===== src/hdl/wtt_pkg.sv =====
// Shared types and codes of the weight-throwing termination node.
`default_nettype none
package wtt_pkg;

  localparam int unsigned WeightW = 64;
  localparam int unsigned CfgIdxW = 3;

  // item function codes
  localparam logic [1:0] FUNC_TICK  = 2'd0;
  localparam logic [1:0] FUNC_RECV  = 2'd1;
  localparam logic [1:0] FUNC_START = 2'd2;

  // result kinds
  localparam logic [1:0] KIND_APP  = 2'd0;
  localparam logic [1:0] KIND_CTRL = 2'd1;
  localparam logic [1:0] KIND_FWD  = 2'd2;
  localparam logic [1:0] KIND_TERM = 2'd3;

  // configuration register indexes
  localparam logic [CfgIdxW-1:0] CFG_OWN_ID    = 3'd0;
  localparam logic [CfgIdxW-1:0] CFG_IS_COORD  = 3'd1;
  localparam logic [CfgIdxW-1:0] CFG_START_ACT = 3'd2;
  localparam logic [CfgIdxW-1:0] CFG_SEND_LIM  = 3'd3;
  localparam logic [CfgIdxW-1:0] CFG_EXP_WGT   = 3'd4;
  localparam logic [CfgIdxW-1:0] CFG_TOLERANCE = 3'd5;

  localparam logic [23:0] TOLERANCE_RST = 24'd3355443;

  typedef struct packed {
    logic [7:0]         own_node_id;
    logic               is_coordinator;
    logic               start_active;
    logic [31:0]        total_send_limit;
    logic [WeightW-1:0] expected_total_weight;
    logic [23:0]        match_tolerance;
  } cfg_t;

  typedef struct packed {
    logic [1:0]         func;
    logic [7:0]         sender_id;
    logic               msg_is_control;
    logic [WeightW-1:0] msg_weight;
    logic [3:0]         chosen_neighbour;
    logic [15:0]        phase_quota;
  } item_t;

  typedef struct packed {
    logic [1:0]         message_kind;
    logic [3:0]         neighbour_index;
    logic [7:0]         origin_id;
    logic [WeightW-1:0] weight_out;
    logic               last_of_run;
  } result_t;

  typedef struct packed {
    logic [1:0] count;
    result_t    res0;
    result_t    res1;
  } result_pair_t;

endpackage
`default_nettype wire


===== src/hdl/weight_throwing_termination_node.sv =====
// Top level of the weight-throwing termination node.
// An accepted beat is registered in the input register, processed there by the core,
// and its results are written into the output buffer when the item fires.
// Throughput: one item per cycle while the buffer has room; two results need two
// output beats and hold back the next item; output stalls back up into the input.
// Reset: node passive with zero weight and counters, config zero, tolerance 3355443.
`default_nettype none
module weight_throwing_termination_node #(
  parameter int unsigned MAX_NEIGHBOURS       = 12,
  parameter int unsigned WEIGHT_FRACTION_BITS = 24
) (
  input  wire logic        clk_i,
  input  wire logic        rst_ni,
  input  wire logic        cfg_we_i,
  input  wire logic [2:0]  cfg_idx_i,
  input  wire logic [63:0] cfg_wdata_i,
  input  wire logic        in_valid_i,
  output wire logic        in_ready_o,
  input  wire logic [1:0]  func_i,
  input  wire logic [7:0]  sender_id_i,
  input  wire logic        msg_is_control_i,
  input  wire logic [63:0] msg_weight_i,
  input  wire logic [3:0]  chosen_neighbour_i,
  input  wire logic [15:0] phase_quota_i,
  output wire logic        out_valid_o,
  input  wire logic        out_ready_i,
  output wire logic [1:0]  message_kind_o,
  output wire logic [3:0]  neighbour_index_o,
  output wire logic [7:0]  origin_id_o,
  output wire logic [63:0] weight_out_o,
  output wire logic        last_of_run_o
);
  import wtt_pkg::*;

  cfg_t         cfg;
  item_t        item_q;
  logic         in_valid_q;
  logic         fire, room;
  result_pair_t res;
  result_t      out_res;

  wtt_cfg_regs u_cfg (
    .clk_i       (clk_i),
    .rst_ni      (rst_ni),
    .cfg_we_i    (cfg_we_i),
    .cfg_idx_i   (cfg_idx_i),
    .cfg_wdata_i (cfg_wdata_i),
    .cfg_o       (cfg)
  );

  // input stage
  assign fire       = in_valid_q && (room || res.count == 2'd0);
  assign in_ready_o = !in_valid_q || fire;

  always_ff @(posedge clk_i or negedge rst_ni) begin
    if (!rst_ni) begin
      in_valid_q <= 1'b0;
    end else if (in_ready_o) begin
      in_valid_q <= in_valid_i;
    end
  end

  always_ff @(posedge clk_i) begin
    if (in_ready_o && in_valid_i) begin
      item_q <= '{func_i, sender_id_i, msg_is_control_i, msg_weight_i,
                  chosen_neighbour_i, phase_quota_i};
    end
  end

  wtt_node_core #(
    .MAX_NEIGHBOURS       (MAX_NEIGHBOURS),
    .WEIGHT_FRACTION_BITS (WEIGHT_FRACTION_BITS)
  ) u_core (
    .clk_i  (clk_i),
    .rst_ni (rst_ni),
    .cfg_i  (cfg),
    .item_i (item_q),
    .fire_i (fire),
    .res_o  (res)
  );

  wtt_result_buf u_buf (
    .clk_i       (clk_i),
    .rst_ni      (rst_ni),
    .push_i      (fire),
    .res_i       (res),
    .room_o      (room),
    .out_valid_o (out_valid_o),
    .out_ready_i (out_ready_i),
    .out_o       (out_res)
  );

  assign message_kind_o    = out_res.message_kind;
  assign neighbour_index_o = out_res.neighbour_index;
  assign origin_id_o       = out_res.origin_id;
  assign weight_out_o      = out_res.weight_out;
  assign last_of_run_o     = out_res.last_of_run;

endmodule
`default_nettype wire


===== src/hdl/wtt_cfg_regs.sv =====
// Configuration register file of the termination node.
`default_nettype none
module wtt_cfg_regs (
  input  wire logic                        clk_i,
  input  wire logic                        rst_ni,
  input  wire logic                        cfg_we_i,
  input  wire logic [wtt_pkg::CfgIdxW-1:0] cfg_idx_i,
  input  wire logic [wtt_pkg::WeightW-1:0] cfg_wdata_i,
  output wtt_pkg::cfg_t                    cfg_o
);
  import wtt_pkg::*;

  cfg_t cfg_q, cfg_d;

  always_comb begin
    cfg_d = cfg_q;
    if (cfg_we_i) begin
      case (cfg_idx_i)
        CFG_OWN_ID:    cfg_d.own_node_id           = cfg_wdata_i[7:0];
        CFG_IS_COORD:  cfg_d.is_coordinator        = cfg_wdata_i[0];
        CFG_START_ACT: cfg_d.start_active          = cfg_wdata_i[0];
        CFG_SEND_LIM:  cfg_d.total_send_limit      = cfg_wdata_i[31:0];
        CFG_EXP_WGT:   cfg_d.expected_total_weight = cfg_wdata_i;
        CFG_TOLERANCE: cfg_d.match_tolerance       = cfg_wdata_i[23:0];
        default: ;
      endcase
    end
  end

  always_ff @(posedge clk_i or negedge rst_ni) begin
    if (!rst_ni) begin
      cfg_q <= '{own_node_id:           8'd0,
                 is_coordinator:        1'b0,
                 start_active:          1'b0,
                 total_send_limit:      32'd0,
                 expected_total_weight: '0,
                 match_tolerance:       TOLERANCE_RST};
    end else begin
      cfg_q <= cfg_d;
    end
  end

  assign cfg_o = cfg_q;

endmodule
`default_nettype wire


===== src/hdl/wtt_node_core.sv =====
// Node state and single-pass step logic: computes the results of one item.
`default_nettype none
module wtt_node_core #(
  parameter int unsigned MAX_NEIGHBOURS       = 12,
  parameter int unsigned WEIGHT_FRACTION_BITS = 24
) (
  input  wire logic            clk_i,
  input  wire logic            rst_ni,
  input  wtt_pkg::cfg_t        cfg_i,
  input  wtt_pkg::item_t       item_i,
  input  wire logic            fire_i,
  output wtt_pkg::result_pair_t res_o
);
  import wtt_pkg::*;

  localparam logic [WeightW-1:0] InitWeight =
    WeightW'(64'd1 << (30 + WEIGHT_FRACTION_BITS));

  // neighbour index wrap table, one nibble per 4-bit input value
  function automatic logic [63:0] nb_lut();
    logic [63:0] lut;
    lut = '0;
    for (int i = 0; i < 16; i++) lut[i*4 +: 4] = 4'(i % MAX_NEIGHBOURS);
    return lut;
  endfunction

  localparam logic [63:0] NbLut = nb_lut();

  logic               active_q, active_d;
  logic [WeightW-1:0] weight_q, weight_d;
  logic [15:0]        psends_q, psends_d;
  logic [15:0]        target_q, target_d;
  logic [31:0]        tsends_q, tsends_d;

  logic [3:0]         nb_mod;
  logic [15:0]        quota_eff;
  logic [WeightW-1:0] thrown, keep, sum_sat, wsel;
  logic [WeightW:0]   sum_w, diff_w;
  logic [WeightW-1:0] wdist;
  logic               win_ok;
  logic [15:0]        psends_inc;
  logic [31:0]        tsends_inc;
  logic               stop;
  result_t            r_app, r_ctrl, r_term, r_fwd;
  result_pair_t       res;

  assign nb_mod    = NbLut[{item_i.chosen_neighbour, 2'b00} +: 4];
  assign quota_eff = (item_i.phase_quota == '0) ? 16'd1 : item_i.phase_quota;

  assign thrown  = weight_q >> 1;
  assign keep    = weight_q - thrown;
  assign sum_w   = {1'b0, weight_q} + {1'b0, item_i.msg_weight};
  assign sum_sat = sum_w[WeightW] ? '1 : sum_w[WeightW-1:0];

  always_comb begin
    case (item_i.func)
      FUNC_RECV: wsel = sum_sat;
      default:   wsel = active_q ? keep : weight_q;
    endcase
  end

  // termination window test on the weight the item leaves behind
  assign diff_w = {1'b0, wsel} - {1'b0, cfg_i.expected_total_weight};
  assign wdist  = diff_w[WeightW] ? (~diff_w[WeightW-1:0] + 1'b1) : diff_w[WeightW-1:0];
  assign win_ok = wdist <= WeightW'(cfg_i.match_tolerance);

  assign psends_inc = (psends_q == '1) ? psends_q : psends_q + 16'd1;
  assign tsends_inc = (tsends_q == '1) ? tsends_q : tsends_q + 32'd1;
  assign stop       = (psends_inc == target_q) || (tsends_inc >= cfg_i.total_send_limit);

  always_comb begin
    r_app  = '{KIND_APP,  nb_mod, cfg_i.own_node_id, thrown, 1'b0};
    r_ctrl = '{KIND_CTRL, 4'd0, cfg_i.own_node_id, wsel, 1'b0};
    r_term = '{KIND_TERM, 4'd0, cfg_i.own_node_id, wsel, 1'b0};
    r_fwd  = '{KIND_FWD,  4'd0, item_i.sender_id, item_i.msg_weight, 1'b0};
  end

  always_comb begin
    active_d = active_q;
    weight_d = weight_q;
    psends_d = psends_q;
    target_d = target_q;
    tsends_d = tsends_q;
    res      = '0;
    case (item_i.func)
      FUNC_START: begin
        active_d = cfg_i.start_active;
        weight_d = cfg_i.start_active ? InitWeight : '0;
        psends_d = '0;
        tsends_d = '0;
        target_d = quota_eff;
      end
      FUNC_TICK: begin
        if (active_q) begin
          weight_d   = keep;
          psends_d   = psends_inc;
          tsends_d   = tsends_inc;
          res.res0   = r_app;
          res.count  = 2'd1;
          if (stop) begin
            active_d = 1'b0;
            if (cfg_i.is_coordinator) begin
              if (win_ok) begin
                res.res1  = r_term;
                res.count = 2'd2;
              end
            end else begin
              res.res1  = r_ctrl;
              res.count = 2'd2;
              weight_d  = '0;
            end
          end
        end else if (weight_q != '0) begin
          if (cfg_i.is_coordinator) begin
            if (win_ok) begin
              res.res0  = r_term;
              res.count = 2'd1;
            end
          end else begin
            res.res0  = r_ctrl;
            res.count = 2'd1;
            weight_d  = '0;
          end
        end
      end
      FUNC_RECV: begin
        if (item_i.msg_is_control && !cfg_i.is_coordinator) begin
          res.res0  = r_fwd;
          res.count = 2'd1;
        end else begin
          weight_d = sum_sat;
          if (!active_q && (tsends_q < cfg_i.total_send_limit)) begin
            active_d = 1'b1;
            psends_d = '0;
            target_d = quota_eff;
          end else if (!active_q && cfg_i.is_coordinator && win_ok) begin
            res.res0  = r_term;
            res.count = 2'd1;
          end
        end
      end
      default: ;
    endcase
    case (res.count)
      2'd1:    res.res0.last_of_run = 1'b1;
      2'd2:    res.res1.last_of_run = 1'b1;
      default: ;
    endcase
  end

  always_ff @(posedge clk_i or negedge rst_ni) begin
    if (!rst_ni) begin
      active_q <= 1'b0;
      weight_q <= '0;
      psends_q <= '0;
      target_q <= '0;
      tsends_q <= '0;
    end else if (fire_i) begin
      active_q <= active_d;
      weight_q <= weight_d;
      psends_q <= psends_d;
      target_q <= target_d;
      tsends_q <= tsends_d;
    end
  end

  assign res_o = res;

  a_two_starts_with_app: assert property (@(posedge clk_i) disable iff (!rst_ni)
    res.count == 2'd2 |-> res.res0.message_kind == KIND_APP)
    else $error("second result without a leading application send");

  a_start_clears: assert property (@(posedge clk_i) disable iff (!rst_ni)
    fire_i && item_i.func == FUNC_START |=> psends_q == '0 && tsends_q == '0 && target_q != '0)
    else $error("start did not reset counters");

  a_ctrl_drains: assert property (@(posedge clk_i) disable iff (!rst_ni)
    fire_i && res.count != 2'd0 && !cfg_i.is_coordinator &&
    (res.res0.message_kind == KIND_CTRL || res.res1.message_kind == KIND_CTRL)
    |=> weight_q == '0 && !active_q)
    else $error("weight kept after control send");

endmodule
`default_nettype wire


===== src/hdl/wtt_result_buf.sv =====
// Two-entry result buffer that serializes up to two results per item.
`default_nettype none
module wtt_result_buf (
  input  wire logic             clk_i,
  input  wire logic             rst_ni,
  input  wire logic             push_i,
  input  wtt_pkg::result_pair_t res_i,
  output wire logic             room_o,
  output wire logic             out_valid_o,
  input  wire logic             out_ready_i,
  output wtt_pkg::result_t      out_o
);
  import wtt_pkg::*;

  logic [1:0] cnt_q, cnt_d;
  result_t    s0_q, s0_d, s1_q, s1_d;
  logic       pop;

  assign out_valid_o = cnt_q != 2'd0;
  assign pop         = out_valid_o && out_ready_i;
  assign room_o      = (cnt_q == 2'd0) || (cnt_q == 2'd1 && pop);
  assign out_o       = s0_q;

  always_comb begin
    cnt_d = cnt_q;
    s0_d  = s0_q;
    s1_d  = s1_q;
    if (push_i && res_i.count != 2'd0) begin
      s0_d  = res_i.res0;
      s1_d  = res_i.res1;
      cnt_d = res_i.count;
    end else if (pop) begin
      s0_d  = s1_q;
      cnt_d = cnt_q - 2'd1;
    end
  end

  always_ff @(posedge clk_i or negedge rst_ni) begin
    if (!rst_ni) begin
      cnt_q <= '0;
    end else begin
      cnt_q <= cnt_d;
    end
  end

  always_ff @(posedge clk_i) begin
    s0_q <= s0_d;
    s1_q <= s1_d;
  end

  a_cnt_range: assert property (@(posedge clk_i) disable iff (!rst_ni)
    cnt_q != 2'd3)
    else $error("result buffer overfilled");

  a_pair_marks: assert property (@(posedge clk_i) disable iff (!rst_ni)
    cnt_q == 2'd2 |-> !s0_q.last_of_run && s1_q.last_of_run)
    else $error("result pair marked wrong");

  a_no_overwrite: assert property (@(posedge clk_i) disable iff (!rst_ni)
    push_i && res_i.count != 2'd0 |-> room_o)
    else $error("push without room");

endmodule
`default_nettype wire


===== config.mk =====
export PLATFORM = sky130hd
export DESIGN_NAME = weight_throwing_termination_node
export DESIGN_NICKNAME = d
export VERILOG_FILES = /design/src/hdl/wtt_pkg.sv /design/src/hdl/weight_throwing_termination_node.sv /design/src/hdl/wtt_cfg_regs.sv /design/src/hdl/wtt_node_core.sv /design/src/hdl/wtt_result_buf.sv
export SDC_FILE = /design/constraint.sdc
export NUM_CORES = 2
export LEC_CHECK = 0
export ABC_AREA = 1
export ABC_CLOCK_PERIOD_IN_PS = 19800
export BUFFER_PORTS_ARGS = -buffer_cell sky130_fd_sc_hd__buf_2
export CAP_MARGIN = 10
export CORE_ASPECT_RATIO = 0.5
export CORE_MARGIN = 3
export CORE_UTILIZATION = 29
export CTS_CLUSTER_DIAMETER = 30
export CTS_CLUSTER_SIZE = 14
export DETAILED_ROUTE_END_ITERATION = 16
export PLACE_DENSITY = 0.44
export REMOVE_ABC_BUFFERS = 1
export SETUP_SLACK_MARGIN = 0.5
export SYNTH_ARGS = -nofsm -noshare
export SYNTH_HDL_FRONTEND = slang
export SYNTH_HIERARCHICAL = 1
export SYNTH_SLANG_ARGS = --single-unit

===== constraint.sdc =====
create_clock -name clk_i -period 19.8 [get_ports clk_i]
set_input_delay 1.98 -clock clk_i [delete_from_list [all_inputs] [get_ports clk_i]]
set_output_delay 1.98 -clock clk_i [all_outputs]
set_load 0.03 [all_outputs]

==> impl_metrics.json <==
{
  "status": "complete, no violations",
  "critPathLaunchType": "flip-flop",
  "cap_violations": 0,
  "cp.required_ns": 17.82,
  "drtAntennaViolNets": 0,
  "ys_seq_area_share_pct": 31.8,
  "cts_max_path_buffers": 3,
  "path_max_fanout": 76,
  "post_cts_buffers": 0,
  "rsz0062_at_grt": "no",
  "drt_pass1_iterations": 6,
  "synth_compound_area_share_pct": 13.4,
  "vias_per_cell": 4.84,
  "netlist_area_um2": 44500,
  "finalSetupViolations": 0,
  "critPathMostFrequentCell": "nand2_1",
  "track_usage_pct": 22.8,
  "grt_overflow": 0,
  "n_fill_cell": 16700,
  "path_clk_slew_ns": 0.05,
  "regToRegStartpoint": "item_q[20]",
  "clkLatencyLatePin_ns": 0.73,
  "finalCoreUtilization_pct": 34.5,
  "grt_pass1_wl_um": 273000,
  "cp-startpoint": "item_q[20]",
  "relSlewSlack_pct": 7.63,
  "grt_pass1_vias": 41100,
  "synth_xor_area_share_pct": 3.68,
  "drc": 0,
  "dieArea_um2": 159000,
  "multi_input_area_um2": 25300,
  "synth-adder-area-share_pct": 8.98,
  "end_kind": "output pin",
  "via_count": 43500,
  "yosysUniqueCellTypes": 69,
  "cts_sinks": 515,
  "grt_antenna_before_repair": 2,
  "cts_made_buffers": 112,
  "slew_violations": 0,
  "hp-start": "u_cfg/cfg_o[21]",
  "post_drt_wl_per_cell_um": 20.8,
  "hpwl_um": 150000,
  "die_h_um": 283,
  "dr.first_iter.drc_count": 3818,
  "cp_slowest_cell": "buf_4",
  "drive_above_1_share_pct": 9.94,
  "async_flop_share_pct": 50.9,
  "path_buf_inv": 11,
  "syn_area_per_cell_um2": 6.73,
  "finalNetCount": 7343,
  "core_um2": 151000,
  "tightest_slew_ns": 1.37,
  "yosys-mux-area-fraction_pct": 0.402,
  "critPathTopFamily": "simple AND/OR/NAND/NOR gates",
  "yosys.area_share.simple_pct": 30.1,
  "postCtsHoldBufs": 0,
  "globalplace.congestion": 0.961,
  "synth_cells": 6617,
  "final_cell_mix": "nand2_1, inv_1, nor2_1, a21oi_1, o21ai_0",
  "yosysWarnings": 6,
  "finalCriticalPeriod_ns": 14.14,
  "min_path_type": "reg2reg",
  "skew_ns": 0.0561,
  "ys.flop_type": "edfxtp_1",
  "synth-edff-count": 253,
  "cts_resized": 0,
  "ff_latch_area_um2": 14200,
  "syn2layout_area_growth_pct": 16.8,
  "cts_tree": "done",
  "hold_viol": 0,
  "final_common_cell": "nand2_1",
  "ios": 248,
  "num_rows": 100,
  "die_w_um": 560,
  "htreeDepth": 3,
  "cts_root_buf": "clkbuf_16",
  "cpPeakStageDelay_ns": 0.65,
  "synth_top_family_by_area": "simple AND/OR/NAND/NOR gates",
  "initial_core_util_pct": 29.6,
  "synth-seq-cells": 515,
  "postRouteWirelength_um": 187000,
  "post-route-period-util_pct": 71.4,
  "finalSetupTns_ns": 0,
  "crit_type": "reg2out",
  "port_buffers": 247,
  "worstPathArrival_ns": 12.16,
  "grt_max_degree": 99,
  "fmax_ghz": 0.0707
}
## layer usage
| metal | share of wire [%] | track usage (%) | vias to the layer above |
|---|---|---|---|
| li1 | - | - | 21900 |
| met5 | 0 | 0 | - |
| met3 | 7.6 | 5.11 | 187 |
| met2 | 41 | 33.4 | 1308 |
| met4 | 2.1 | 5.05 | 0 |
| met1 | 49 | 33.8 | 20200 |
## per-stage QoR
stage / cell area [um^2] / std cells / hold WS [ns] / setup slack, ns
CTS: 52000 / 8994 / 0.468 / 5.82
detailed placement: 47900 / 8784 / 0.458 / 6.43
finish: 52000 / 8998 / 0.466 / 5.66
floorplan: 43700 / 6458 / 0.442 / 4.44
global route: 52000 / 8994 / 0.485 / 4.87
global placement: 47900 / 8784 / 0.457 / 6.59
## flip-flops by register name, indices dropped and copies added, names as in the netlist
signal and flops:
u_buf/s1_q 79, u_cfg/cfg_o 130, u_core/active_q 1, u_buf/out_o 79, u_buf/cnt_q 2, u_core/target_q 16, item_q 95, u_core/psends_q 16
u_core/tsends_q 32, in_valid_q 1, u_core/weight_q 64
## cell type report
cell class                 count  share of cell area [%]
timing repair buffer         286                    2.96
sequential                   515                    27.2
inverter                    1153                    8.34
clock buffer                 123                    5.60
tap                         2040                    4.91
multi-input combinational   4790                    48.6
clock inverter                87                    2.31
antenna                        4                  0.0192
## worst paths after layout
| kind | cells past startpoint | slack, ns | endpoint |
|---|---|---|---|
| setup / recovery | 56 | 5.66 | in_ready_o |
| hold / removal | 2 | 0.47 | u_cfg/cfg_o[21] |
| setup reg to reg | 61 | 6.11 | u_core/weight_q[62] |
| hold reg to reg | 2 | 0.47 | u_cfg/cfg_o[21] |
| max in group asynchronous | 3 | 16.59 | u_core/weight_q[40] |
| min in group asynchronous | 1 | 1.25 | u_cfg/cfg_o[103] |
## worst min-delay path: stages (launching register included)
cell and delay [ns]:
dfstp_2 0.36, nand2_1 0.05, nand2_1 0.05
## Yosys cell counts (66+ instances only)
cell	n	area, um^2
dfrtp_1	250	6260
ha_1	315	3940
nand4_1	106	663
nor2_1	526	1970
clkbuf_1	83	312
inv_1	1122	4210
o21ai_0	335	1680
nand2_1	2015	7560
nor3_1	66	330
edfxtp_1	253	7600
nand3_1	327	1640
a21oi_1	424	2120
xor2_1	153	1340
## cells by family (layout without fill, tap and decap cells)
group                      after synthesis  count (layout)
xor gates and xnor gates               187             187
DFF                                    515             515
muxes                                   16              16
adders and majority gates              318             318
and+or+nand+nor                       3211            3211
AOI/OAI and AO/OA                     1054            1054
buffers and inverters                 1315            1649
other                                    1               8
Power is not shown: default switching activity piles up to over one toggle a cycle in this logic, so the estimate is an artifact.
